--- config.mk ---
export PLATFORM = sky130hd
export DESIGN_NAME = bucket_offset_bit_packer
export DESIGN_NICKNAME = d
export VERILOG_FILES = /design/src/bop_pkg.sv /design/src/bop_lookup.sv /design/src/bop_packer.sv /design/src/bucket_offset_bit_packer.sv
export VERILOG_INCLUDE_DIRS = /design/src /design/src/src
export SDC_FILE = /design/constraint.sdc
export NUM_CORES = 2
export LEC_CHECK = 0
export BUFFER_PORTS_ARGS = -buffer_cell sky130_fd_sc_hd__buf_2
export CAP_MARGIN = 25
export CORE_MARGIN = 3
export CORE_UTILIZATION = 50
export CTS_BUF_LIST = sky130_fd_sc_hd__clkbuf_16
export CTS_CLUSTER_DIAMETER = 40
export DETAILED_ROUTE_END_ITERATION = 16
export GPL_TIMING_DRIVEN = 0
export PLACE_DENSITY = 0.65
export SYNTH_ARGS = -nofsm -noshare
export SYNTH_HDL_FRONTEND = slang
export SYNTH_HIERARCHICAL = 1
export SYNTH_SLANG_ARGS = --single-unit
--- constraint.sdc ---
create_clock -name i_clk -period 17.5 [get_ports i_clk]
set_clock_uncertainty 0.15 [all_clocks]
set_input_delay 0.875 -clock i_clk [delete_from_list [all_inputs] [get_ports i_clk]]
set_output_delay 0.875 -clock i_clk [all_outputs]
set_load 0.05 [all_outputs]
--- src/bucket_offset_bit_packer_macros.svh ---
// Assertion macros for the bucket offset bit packer.
// Included by modules that carry concurrent assertions; no other dependencies.
`ifndef BUCKET_OFFSET_BIT_PACKER_MACROS_SVH
`define BUCKET_OFFSET_BIT_PACKER_MACROS_SVH
`ifndef SYNTHESIS
// Property checked at every rising edge outside reset
`define BOP_ASSERT(lbl, clk, rst_n, prop, msg) \
    lbl: assert property (@(posedge clk) disable iff (!rst_n) prop) else $error(msg);
// Condition that must never be seen outside reset
`define BOP_NEVER(lbl, clk, rst_n, expr, msg) \
    lbl: assert property (@(posedge clk) disable iff (!rst_n) !(expr)) else $error(msg);
`else
`define BOP_ASSERT(lbl, clk, rst_n, prop, msg)
`define BOP_NEVER(lbl, clk, rst_n, expr, msg)
`endif
`endif

--- src/bop_pkg.sv ---
// Shared constants, codes and stage types for the bucket offset bit packer.
// No dependencies; used by bop_lookup, bop_packer and bucket_offset_bit_packer.
`timescale 1ns / 1ps

package bop_pkg;

    localparam int MAX_BUCKETS  = 16;
    localparam int SLOT_BITS    = $clog2(MAX_BUCKETS);
    localparam int VALUE_BITS   = 32;
    localparam int WIDTH_BITS   = 6;
    localparam int IW_BITS      = 3;
    localparam int BCNT_BITS    = 5;
    localparam int BYTE_BITS    = 8;
    localparam int IDX_FLD_BITS = 7;                          // widest index field
    localparam int FIELD_BITS   = IDX_FLD_BITS + VALUE_BITS;  // index + offset
    localparam int FL_BITS      = 6;
    localparam int PEND_BITS    = 7;
    localparam int PCNT_BITS    = 3;
    localparam int ACC_BITS     = FIELD_BITS + PEND_BITS;     // 46
    localparam int ALIGN_BITS   = 48;
    localparam int MAX_BYTES    = 5;
    localparam int QUEUE_BITS   = MAX_BYTES * BYTE_BITS;
    localparam int LEFT_BITS    = 3;
    localparam int SEARCH_STEPS = $clog2(MAX_BUCKETS + 1);

    typedef enum logic [1:0] {
        KIND_LOAD   = 2'd0,
        KIND_ENCODE = 2'd1,
        KIND_FLUSH  = 2'd2
    } t_kind;

    // configuration register indexes (paddr word address)
    localparam logic CFG_INDEX_WIDTH = 1'b0;
    localparam logic CFG_BKT_NUM     = 1'b1;

    typedef struct packed {
        logic [IW_BITS-1:0]   index_width;
        logic [BCNT_BITS-1:0] bkt_num;
    } t_cfg;

    typedef struct packed {
        logic [1:0]                   kind;
        logic [SLOT_BITS-1:0]         entry_slot;
        logic signed [VALUE_BITS-1:0] entry_start;
        logic [WIDTH_BITS-1:0]        entry_width;
        logic signed [VALUE_BITS-1:0] sample;
    } t_s0;

    typedef struct packed {
        logic                  is_flush;
        logic                  below;
        logic [SLOT_BITS-1:0]  idx;
        logic [VALUE_BITS-1:0] sample;
    } t_s1;

    typedef struct packed {
        logic                  is_flush;
        logic                  below;
        logic [FIELD_BITS-1:0] field;
        logic [FL_BITS-1:0]    fl;
    } t_s2;

endpackage

--- src/bop_lookup.sv ---
// Bucket tables, bucket search and offset field formation (two register stages).
// Depends on bop_pkg.
`timescale 1ns / 1ps

module bop_lookup (
    input  logic          i_clk,
    input  logic          i_rst_n,
    input  bop_pkg::t_cfg i_cfg,
    input  bop_pkg::t_s0  i_s0,
    input  logic          i_s0_adv,
    output logic          o_s1_free,
    input  logic          i_pk_free,
    output bop_pkg::t_s2  o_s2,
    output logic          o_s2_vld
);

    logic signed [bop_pkg::VALUE_BITS-1:0] r_start_tab [bop_pkg::MAX_BUCKETS];
    logic [bop_pkg::WIDTH_BITS-1:0]        r_width_tab [bop_pkg::MAX_BUCKETS];

    bop_pkg::t_s1 r_s1;
    logic         r_s1_vld;
    bop_pkg::t_s2 r_s2;
    logic         r_s2_vld;

    logic [bop_pkg::MAX_BUCKETS-1:0] ge;
    logic [bop_pkg::BCNT_BITS-1:0]   first;
    bop_pkg::t_s1                    n_s1;
    logic                            s1_ld;
    logic                            s1_adv;
    logic                            s2_free;
    logic                            s2_adv;

    logic [bop_pkg::VALUE_BITS-1:0]   st;
    logic [bop_pkg::WIDTH_BITS-1:0]   wraw;
    logic [bop_pkg::WIDTH_BITS-1:0]   w;
    logic [bop_pkg::VALUE_BITS-1:0]   offm;
    logic [bop_pkg::IDX_FLD_BITS-1:0] idxm;
    bop_pkg::t_s2                     n_s2;

    // table writes: a load leaves S0
    always_ff @(posedge i_clk) begin
        if (i_s0_adv && i_s0.kind == bop_pkg::KIND_LOAD) begin
            r_start_tab[i_s0.entry_slot] <= i_s0.entry_start;
            r_width_tab[i_s0.entry_slot] <= i_s0.entry_width;
        end
    end

    // compare against every start at once, then walk the search over the flags
    always_comb begin
        for (int i = 0; i < bop_pkg::MAX_BUCKETS; i++) begin
            ge[i] = !(i_s0.sample < r_start_tab[i]);
        end
    end

    always_comb begin
        logic [bop_pkg::BCNT_BITS-1:0] count;
        logic [bop_pkg::BCNT_BITS-1:0] step;
        logic [bop_pkg::BCNT_BITS-1:0] it;
        first = '0;
        step  = '0;
        it    = '0;
        if (i_cfg.bkt_num > bop_pkg::BCNT_BITS'(bop_pkg::MAX_BUCKETS)) begin
            count = bop_pkg::BCNT_BITS'(bop_pkg::MAX_BUCKETS);
        end else begin
            count = i_cfg.bkt_num;
        end
        for (int k = 0; k < bop_pkg::SEARCH_STEPS; k++) begin
            if (count != '0) begin
                step = count >> 1;
                it   = first + step;
                if (ge[it[bop_pkg::SLOT_BITS-1:0]]) begin
                    first = it + 1'b1;
                    count = count - step - 1'b1;
                end else begin
                    count = step;
                end
            end
        end
    end

    always_comb begin
        n_s1.is_flush = (i_s0.kind == bop_pkg::KIND_FLUSH);
        n_s1.below    = (first == '0);
        n_s1.idx      = bop_pkg::SLOT_BITS'(first - 1'b1);
        n_s1.sample   = i_s0.sample;
    end

    // loads and unused kinds stop at S0
    assign s1_ld     = i_s0_adv && (i_s0.kind == bop_pkg::KIND_ENCODE ||
                                    i_s0.kind == bop_pkg::KIND_FLUSH);
    assign s2_adv    = r_s2_vld && i_pk_free;
    assign s2_free   = !r_s2_vld || i_pk_free;
    assign s1_adv    = r_s1_vld && s2_free;
    assign o_s1_free = !r_s1_vld || s2_free;

    always_ff @(posedge i_clk) begin
        if (!i_rst_n) begin
            r_s1_vld <= 1'b0;
        end else if (s1_ld) begin
            r_s1_vld <= 1'b1;
        end else if (s1_adv) begin
            r_s1_vld <= 1'b0;
        end
    end

    always_ff @(posedge i_clk) begin
        if (s1_ld) begin
            r_s1 <= n_s1;
        end
    end

    // offset and index fields, joined into one right-aligned field
    always_comb begin
        st   = r_start_tab[r_s1.idx];
        wraw = r_width_tab[r_s1.idx];
        if (wraw > bop_pkg::WIDTH_BITS'(bop_pkg::VALUE_BITS)) begin
            w = bop_pkg::WIDTH_BITS'(bop_pkg::VALUE_BITS);
        end else begin
            w = wraw;
        end
        offm = (r_s1.sample - st) & ~({bop_pkg::VALUE_BITS{1'b1}} << w);
        idxm = bop_pkg::IDX_FLD_BITS'(r_s1.idx)
             & ~({bop_pkg::IDX_FLD_BITS{1'b1}} << i_cfg.index_width);
        n_s2.is_flush = r_s1.is_flush;
        n_s2.below    = r_s1.below;
        n_s2.field    = (bop_pkg::FIELD_BITS'(idxm) << w) | bop_pkg::FIELD_BITS'(offm);
        n_s2.fl       = bop_pkg::FL_BITS'(i_cfg.index_width) + w;
    end

    always_ff @(posedge i_clk) begin
        if (!i_rst_n) begin
            r_s2_vld <= 1'b0;
        end else if (s1_adv) begin
            r_s2_vld <= 1'b1;
        end else if (s2_adv) begin
            r_s2_vld <= 1'b0;
        end
    end

    always_ff @(posedge i_clk) begin
        if (s1_adv) begin
            r_s2 <= n_s2;
        end
    end

    assign o_s2     = r_s2;
    assign o_s2_vld = r_s2_vld;

endmodule

--- src/bop_packer.sv ---
// Bit packer: pending bits, byte split and the result register that drains bytes.
// Depends on bop_pkg and bucket_offset_bit_packer_macros.svh.
`timescale 1ns / 1ps
`include "bucket_offset_bit_packer_macros.svh"

module bop_packer (
    input  logic         i_clk,
    input  logic         i_rst_n,
    input  bop_pkg::t_s2 i_s2,
    input  logic         i_s2_vld,
    output logic         o_pk_free,
    output logic         o_valid,
    input  logic         i_stall,
    output logic [7:0]   o_out_byte,
    output logic         o_byte_valid,
    output logic         o_below_range,
    output logic         o_run_end
);

    logic [bop_pkg::LEFT_BITS-1:0]  r_left;
    logic [bop_pkg::QUEUE_BITS-1:0] r_data;
    logic                           r_bvalid;
    logic                           r_below;
    logic [bop_pkg::PEND_BITS-1:0]  r_pend_bits;
    logic [bop_pkg::PCNT_BITS-1:0]  r_pend_cnt;

    logic [bop_pkg::LEFT_BITS-1:0]  n_left;
    logic [bop_pkg::QUEUE_BITS-1:0] n_data;
    logic                           n_bvalid;
    logic                           n_below;
    logic [bop_pkg::PEND_BITS-1:0]  n_pend_bits;
    logic [bop_pkg::PCNT_BITS-1:0]  n_pend_cnt;

    logic                             take;
    logic                             out_acc;
    logic [bop_pkg::ACC_BITS-1:0]     acc;
    logic [bop_pkg::FL_BITS-1:0]      nb;
    logic [bop_pkg::LEFT_BITS-1:0]    nbytes;
    logic [2:0]                       rem;
    logic [bop_pkg::ALIGN_BITS-1:0]   aligned;
    logic [bop_pkg::BYTE_BITS-1:0]    flush_byte;

    assign o_valid   = (r_left != '0);
    assign out_acc   = o_valid && !i_stall;
    assign o_pk_free = (r_left == '0) || (r_left == bop_pkg::LEFT_BITS'(1) && !i_stall);
    assign take      = i_s2_vld && o_pk_free;

    always_comb begin
        acc     = (bop_pkg::ACC_BITS'(r_pend_bits) << i_s2.fl)
                | bop_pkg::ACC_BITS'(i_s2.field);
        nb      = bop_pkg::FL_BITS'(r_pend_cnt) + i_s2.fl;
        nbytes  = nb[5:3];
        rem     = nb[2:0];
        // push the completed bytes to the top, first bit in the MSB
        aligned = bop_pkg::ALIGN_BITS'(acc)
                << (bop_pkg::FL_BITS'(bop_pkg::ALIGN_BITS) - nb);
        flush_byte = bop_pkg::BYTE_BITS'(
            {1'b0, r_pend_bits} << (4'(bop_pkg::BYTE_BITS) - {1'b0, r_pend_cnt}));
    end

    always_comb begin
        n_left      = r_left;
        n_data      = r_data;
        n_bvalid    = r_bvalid;
        n_below     = r_below;
        n_pend_bits = r_pend_bits;
        n_pend_cnt  = r_pend_cnt;
        if (take) begin
            n_left  = bop_pkg::LEFT_BITS'(1);
            n_below = 1'b0;
            n_data  = '0;
            if (i_s2.is_flush) begin
                n_bvalid = (r_pend_cnt != '0);
                if (r_pend_cnt != '0) begin
                    n_data = {flush_byte, {(bop_pkg::QUEUE_BITS-bop_pkg::BYTE_BITS){1'b0}}};
                end
                n_pend_bits = '0;
                n_pend_cnt  = '0;
            end else if (i_s2.below) begin
                n_bvalid = 1'b0;
                n_below  = 1'b1;
            end else begin
                n_bvalid    = (nbytes != '0);
                if (nbytes != '0) begin
                    n_left = nbytes;
                    n_data = aligned[bop_pkg::ALIGN_BITS-1 -: bop_pkg::QUEUE_BITS];
                end
                n_pend_bits = acc[bop_pkg::PEND_BITS-1:0]
                            & bop_pkg::PEND_BITS'((8'd1 << rem) - 8'd1);
                n_pend_cnt  = rem;
            end
        end else if (out_acc) begin
            // advance to the next byte of the run
            n_data = r_data << bop_pkg::BYTE_BITS;
            n_left = r_left - 1'b1;
        end
    end

    always_ff @(posedge i_clk) begin
        if (!i_rst_n) begin
            r_left      <= '0;
            r_pend_bits <= '0;
            r_pend_cnt  <= '0;
        end else begin
            r_left      <= n_left;
            r_pend_bits <= n_pend_bits;
            r_pend_cnt  <= n_pend_cnt;
        end
    end

    always_ff @(posedge i_clk) begin
        r_data   <= n_data;
        r_bvalid <= n_bvalid;
        r_below  <= n_below;
    end

    assign o_out_byte    = r_data[bop_pkg::QUEUE_BITS-1 -: bop_pkg::BYTE_BITS];
    assign o_byte_valid  = r_bvalid;
    assign o_below_range = r_below;
    assign o_run_end     = (r_left == bop_pkg::LEFT_BITS'(1));

    `BOP_ASSERT(a_flush_clears, i_clk, i_rst_n, take && i_s2.is_flush |=> r_pend_cnt == '0, "flush left bits pending")
    `BOP_NEVER(a_left_range, i_clk, i_rst_n, r_left > bop_pkg::LEFT_BITS'(bop_pkg::MAX_BYTES), "too many results queued")
    `BOP_NEVER(a_below_no_byte, i_clk, i_rst_n, o_valid && o_below_range && o_byte_valid, "below-range result carries a byte")
    `BOP_ASSERT(a_run_continues, i_clk, i_rst_n, o_valid && !i_stall && !o_run_end |=> o_valid && o_byte_valid, "byte run cut short")

endmodule

--- src/bucket_offset_bit_packer.sv ---
// An accepted request passes the S0, S1 and S2 registers, then the result register (out).
// Throughput: one request per cycle while each gives one result and i_stall is low; an
// encode completing k bytes (up to five) holds the byte-wide result register till all drain.
// Reset (i_rst_n low, synchronous): clears stage valids, pending bits, the index width to 0
// and the bucket count to 1; the bucket tables are not cleared and hold nothing until loaded.
// Top level: request register and configuration port. Depends on bop_pkg, bop_lookup,
// bop_packer.
`timescale 1ns / 1ps

module bucket_offset_bit_packer (
    input  logic                                 i_clk,
    input  logic                                 i_rst_n,
    input  logic                                 i_valid,
    output logic                                 o_stall,
    input  logic [1:0]                           i_kind,
    input  logic [bop_pkg::SLOT_BITS-1:0]        i_entry_slot,
    input  logic signed [bop_pkg::VALUE_BITS-1:0] i_entry_start,
    input  logic [bop_pkg::WIDTH_BITS-1:0]       i_entry_width,
    input  logic signed [bop_pkg::VALUE_BITS-1:0] i_sample,
    output logic                                 o_valid,
    input  logic                                 i_stall,
    output logic [7:0]                           o_out_byte,
    output logic                                 o_byte_valid,
    output logic                                 o_below_range,
    output logic                                 o_run_end,
    input  logic                                 psel,
    input  logic                                 penable,
    input  logic                                 pwrite,
    input  logic [2:0]                           paddr,
    input  logic [31:0]                          pwdata,
    output logic [31:0]                          prdata,
    output logic                                 pready
);

    bop_pkg::t_cfg r_cfg;
    bop_pkg::t_s0  r_s0;
    logic          r_s0_vld;

    logic          s1_free;
    logic          s0_adv;
    logic          in_acc;
    logic          cfg_wr;
    logic          pk_free;
    bop_pkg::t_s2  s2;
    logic          s2_vld;

    assign pready = 1'b1;
    assign cfg_wr = psel && penable && pwrite && pready;

    always_ff @(posedge i_clk) begin
        if (!i_rst_n) begin
            r_cfg.index_width <= '0;
            r_cfg.bkt_num     <= bop_pkg::BCNT_BITS'(1);
        end else if (cfg_wr) begin
            case (paddr[2])
                bop_pkg::CFG_INDEX_WIDTH: r_cfg.index_width <= pwdata[bop_pkg::IW_BITS-1:0];
                bop_pkg::CFG_BKT_NUM:     r_cfg.bkt_num     <= pwdata[bop_pkg::BCNT_BITS-1:0];
                default: ;
            endcase
        end
    end

    always_comb begin
        case (paddr[2])
            bop_pkg::CFG_INDEX_WIDTH: prdata = 32'(r_cfg.index_width);
            bop_pkg::CFG_BKT_NUM:     prdata = 32'(r_cfg.bkt_num);
            default:                  prdata = '0;
        endcase
    end

    // request register: hold while the search stage is full
    assign s0_adv  = r_s0_vld && s1_free;
    assign o_stall = r_s0_vld && !s1_free;
    assign in_acc  = i_valid && !o_stall;

    always_ff @(posedge i_clk) begin
        if (!i_rst_n) begin
            r_s0_vld <= 1'b0;
        end else if (in_acc) begin
            r_s0_vld <= 1'b1;
        end else if (s0_adv) begin
            r_s0_vld <= 1'b0;
        end
    end

    always_ff @(posedge i_clk) begin
        if (in_acc) begin
            r_s0.kind        <= i_kind;
            r_s0.entry_slot  <= i_entry_slot;
            r_s0.entry_start <= i_entry_start;
            r_s0.entry_width <= i_entry_width;
            r_s0.sample      <= i_sample;
        end
    end

    bop_lookup u_lookup (
        .i_clk     (i_clk),
        .i_rst_n   (i_rst_n),
        .i_cfg     (r_cfg),
        .i_s0      (r_s0),
        .i_s0_adv  (s0_adv),
        .o_s1_free (s1_free),
        .i_pk_free (pk_free),
        .o_s2      (s2),
        .o_s2_vld  (s2_vld)
    );

    bop_packer u_packer (
        .i_clk         (i_clk),
        .i_rst_n       (i_rst_n),
        .i_s2          (s2),
        .i_s2_vld      (s2_vld),
        .o_pk_free     (pk_free),
        .o_valid       (o_valid),
        .i_stall       (i_stall),
        .o_out_byte    (o_out_byte),
        .o_byte_valid  (o_byte_valid),
        .o_below_range (o_below_range),
        .o_run_end     (o_run_end)
    );

endmodule
Yosys cells after proc, flatten, opt, wreduce, memory -nomap -nowiden
Memory sizes are Yosys's and may differ from the RTL's. A register that Yosys moved wholly into a read port is not among the register bits.
Index checks and enable logic that the tools add are counted.
{"block": "classes", "magnitude_cmp": 23, "n_shift": 7, "n_bitwise": 8, "n_mux": 59, "n_addsub": 25, "eq_ne": 4, "n_reduce_logical": 54}
{"op": "$lt 32x32->1", "count": 16}
{"op": "$mux 40", "count": 6}
{"op": "$mux 5", "count": 19}
{"op": "$pmux 32 s2", "count": 1}
{"op": "$shl 46x6->48", "count": 1}
{"op": "$or 46x39->46", "count": 1}
{"op": "$shl 7x6->46", "count": 1}
{"op": "$or 39x32->39", "count": 1}
{"op": "$shl 7x6->39", "count": 1}
{"op": "$and 32x32->32", "count": 1}
{"op": "$not 32->32", "count": 1}
{"op": "$shl 32x6->32 const A", "count": 1}
{"op": "$sub 32x32->32", "count": 1}
{"op": "$lt 4x5->1 const B", "count": 5}
{"op": "$reduce_bool 5->1", "count": 5}
{"op": "$logic_not 1->1", "count": 21}
{"op": "$mux 3", "count": 7}
{"op": "$add 5x1->5 const B", "count": 4}
{"op": "$add 5x4->5", "count": 4}
{"op": "$bmux 1 s4", "count": 5}
{"op": "$sub 5x1->5 const B", "count": 4}
{"op": "$sub 5x4->5", "count": 4}
{"op": "$mux 1", "count": 16}
{"op": "$mux 7", "count": 2}
{"op": "30 further kinds", "count": 52}
{"block": "word_totals", "ram_bits": 608, "out_inout_bits": 46, "ff_bits": 227, "n_memories": 2, "in_bits": 118}
{"memory": "u_lookup.r_start_tab", "words": 16, "word_bits": 32, "rd": 17, "rd_clocked_by_memory_dff": 1, "write_ports": 1, "line": "bop_lookup.sv:17", "text": "logic signed [bop_pkg::VALUE_BITS-1:0] r_start_tab [bop_pkg::MAX_BUCKETS];"}
{"memory": "u_lookup.r_width_tab", "words": 16, "word_bits": 6, "rd": 1, "rd_clocked_by_memory_dff": 1, "write_ports": 1, "line": "bop_lookup.sv:18", "text": "logic [bop_pkg::WIDTH_BITS-1:0] r_width_tab [bop_pkg::MAX_BUCKETS];"}

Logic depth before layout (Yosys ltp)
An unclocked memory read counts as a cell.
{"block": "depth", "ltp_word": 29, "depth_mapped": 64, "ltp_nobuf": 59}

Modules after synthesis
The synthesis kept the hierarchy.
{"module": "bop_lookup", "seq_area_each_um2": 20930.1, "instances": 1, "area_each_um2": 44102.3, "cells_each": 3618}
{"module": "bop_packer", "seq_area_each_um2": 1521.5, "instances": 1, "area_each_um2": 7494.7, "cells_each": 977}
{"module": "bucket_offset_bit_packer", "seq_area_each_um2": 2462.4, "instances": 1, "area_each_um2": 2954.1, "cells_each": 150}

Least setup slack after synthesis
OpenSTA, ideal clock, no wires.
{"block": "synth_timing", "path_type": "reg2reg", "startpoint": "register r_s0[27] (netlist bit)", "endpoint": "register u_lookup/r_s1[34] (netlist bit), data pin", "arrival_ps": 13035, "n_path_buf": 1, "required_time_ps": 17088, "period_less_slack_ps": 13446, "setup_ps": 262, "setup_slack_ps": 4054, "path_stages_with_launch": 46, "cell_sequence": "edfxtp_1 ha_1 nand2_1 or3_1 or4_1 a21oi_2 o31ai_2 o22ai_2 a2111oi_2 a211o_1 a31oi_2 ha_1 ha_1 buf_1 mux4_2 nand2b_1 a21oi_1 nor2_1 [10 not listed] ha_1 xor2_1 mux4_1 o21ai_0 mux2i_1 a41oi_2 mux2_2 ha_1 xor2_1 mux4_2 mux2_2 nand2_1 o21ai_0 o31ai_2 mux2_4 ha_1 o211ai_1 nand2_1"}
{"item": "from (decl)", "line": "bucket_offset_bit_packer.sv:36", "text": "bop_pkg::t_s0 r_s0;"}
{"item": "to (signal assigned)", "line": "bop_lookup.sv:108", "text": "r_s1 <= n_s1;"}
{"item": "to (decl)", "line": "bop_lookup.sv:20", "text": "bop_pkg::t_s1 r_s1;"}

==> impl_results.md <==
* Relative slew slack at 22.7%
* GR Util met2 at 48.7%
* First-pass GRT wire length at 249,000 um
* Die span in x at 336 um
* Pre-antenna DRT Iters at 6
* # setup viols final at 0
* Remaining global-route overflow at 0
* First DRT Iteration DRCs at roughly 3,700
* Yosys top cell by area: edfxtp_1
* Max Cap Viol at 0
* Yosys cell types at 130
* Initial antenna violation count at 0
* CTS tree: yes
* Final GP Congestion at 0.986
* Critical Path Slowest Stage Cell: edfxtp_1
* Initial core utilization at 50.7%
* PortBufs at between 100 and 150
* Most used DFF post-synth: edfxtp_1
* Multi-input gate area at 26,600 um^2
* Hold Crit Depth at 1
* Routed WL at 168,000 um
* Layout cells sized above 1 at 15.5%
* Fill count at slightly below 9,000
* Ys async rst share at 0%
* Final hold vios at 0
* Num rows at 120
* DRC at 0
* Post-Syn Area at between 50,000 and 60,000 um^2
* Crit path max fanout at 17
* WS Path Type: reg -> reg
* F_max at 60.7 MHz
* Worst skew pair latency at 750 ps
* Buffers plus inverters on the worst setup path at 3
* Commonest cells after routing, fill and taps aside: edfxtp_1 (811), inv_1 (646), ha_1 (589)
* Via count at 40,900
* Final Core Density at 58.1%
* Commonest non-fill, non-tap cell in the layout: edfxtp_1
* Hold EP: r_s0[26]$_DFFE_PP_
* Post-synth EDFFs at roughly 810
* Synth-to-Final Area Change at 14.6%
* Final ANT Viol Nets at 0
* Routing usage on met1 at between 30% and 40%
* Flops & latches, synth at 839
* Tmin final at 16,470 ps
* Hold path start: i_sample[26]
* Mean Syn Cell Area at 11.5 um^2
* Final Cycle Share at 94.1%
* Crit path depth at 49
* CTS root buffer: clkbuf_16
* Required @ worst endpoint at 18,000 ps
* Worst EP arrival at 16,970 ps
* Die area at 113,000 um^2
* Worst setup EP type: flop
* Routed len/inst at 25.5 um
* Via density at about 6.2
* DP Wirelength at 129,000 um
* Total number of yosys warnings at 6
* Chip Height at roughly 340 um
* Ports at 164
* Inserted Diodes at 0
* Total core area at 108,000 um^2
* CP Launch Type: flop
* Pin count of the biggest net entering global routing at 42
* Crit path max-delay family: compound AO/OA/AOI/OAI gates
* R2r startpoint: r_s0[2]$_DFFE_PP_
* CTS Hold Buffers Added at 0
* Number of global-route vias before repair at just over 40,000
* Layout net count at 5,787
* Post-synth top area share at 44.6%
* Met3 GRT Util at approximately 4.6%
* Clock-pin slew on the worst setup and hold paths at 50 ps
* Sequential cell area at 24,900 um^2
* Status: complete, no violations
* Worst R2R Setup Slack at 1030 ps
* Syn Inst Count at 4,745
* Crit path largest cell delay at 920 ps
* Reg2reg path depth at 49
* Top post-synthesis cells by area: edfxtp_1 (45%), ha_1 (14%), mux4_2 (8.6%)
* Worst-Margin Slew at 1150 ps
* Register area share after synthesis at 45.7%
* Total global-route track usage at 29.4%
* H-Tree Depth at 4
* Most frequent CP cell: ha_1
* Num CTS Buffers at 133
* Hold Path Class: in -> reg
* Clock sinks at about 840
* Max-slew violations at 0
* Max Buffers Root-to-Sink at 3
* Most crowded layer after global routing: met2
## per-layer routing
layer | vias to the layer above | routed length [um]
met5 | - | 0
met2 | 1738 | 79600
met4 | 0 | 8280
li1 | 18600 | -
met3 | 398 | 11800
met1 | 20200 | 68200
## synth_stat cells, types with 39 or more instances
| master | n |
|---|---|
| mux2i_1 | 73 |
| nand2b_1 | 41 |
| o211ai_1 | 46 |
| nor2_1 | 257 |
| nand4_1 | 56 |
| nand3_1 | 85 |
| o21ai_0 | 188 |
| mux2_2 | 40 |
| ha_1 | 589 |
| nand2_1 | 287 |
| nor2b_1 | 47 |
| inv_1 | 633 |
| a211oi_1 | 40 |
| mux4_2 | 209 |
| a21oi_1 | 278 |
| xnor2_1 | 39 |
| nor3_1 | 74 |
| edfxtp_1 | 811 |
| buf_4 | 39 |
| a21o_1 | 89 |
| clkbuf_1 | 105 |
## stage by stage
stage	cell area [um^2]	setup TNS, ps	hold WS (ps)	setup slack [ps]	instances
6_report	62500	0	148	1030	6585
5_1_grt	62500	-2.76	118	-2.76	6585
4_1_cts	62300	0	101	559	6573
3_5_place_dp	57800	0	267	608	6332
3_3_place_gp	56900	0	291	837	6281
2_1_floorplan	54700	0	250	4050	4773
## repair_timing
action,CTS,global route
setup buffers,0,4
setup endpoints to repair,0,5
resized for setup,0,1
## kinds of logic after synthesis
group           share of synthesized area [%]
compound gates                           13.0
xor+xnor                                0.993
fa+ha+maj                                13.7
buf+inv                                  6.09
flops                                    45.7
mux                                      11.1
other cells                            0.0206
simple gates                             9.38
## flip-flops by register name, summed over array words and instances, names as in the netlist, 2 cells and up, named ones only
signal,cells
r_cfg,8
r_s0,76
u_lookup/n_s2,2
u_lookup/o_s2,47
u_lookup/r_s1,36
u_lookup/r_start_tab,512
u_lookup/r_width_tab,96
u_packer/r_data,40
u_packer/r_left,3
u_packer/r_pend_bits,7
u_packer/r_pend_cnt,3
## area by class of cell
class                           count  share of cell area, %
Inverter                          640                   3.84
Timing Repair Buffer              168                   2.28
Buffer                            189                   1.47
Sequential cell                   839                   39.9
Tap cell                         1403                   2.81
Clock inverter                    106                   1.81
Multi-Input combinational cell   3105                   42.5
Clock buffer                      135                   5.41
## worst max-delay path by stage
stage,from,endpoint,slack (ps)
final,r_s0[2]$_DFFE_PP_,flop,1030
after global routing,r_s0[2]$_DFFE_PP_,flop,-3
after CTS,r_s0[2]$_DFFE_PP_,flop,560
after detailed placement,r_s0[2]$_DFFE_PP_,u_lookup/r_s1[34]$_DFFE_PP_,610
after global placement,r_s0[2]$_DFFE_PP_,flop,840
after floorplan,r_s0[27]$_DFFE_PP_,u_lookup/r_s1[34]$_DFFE_PP_,4050
Power is left out: the tool's default activity adds up to more than one toggle a clock period on the data nets, which glitch-free logic cannot reach.
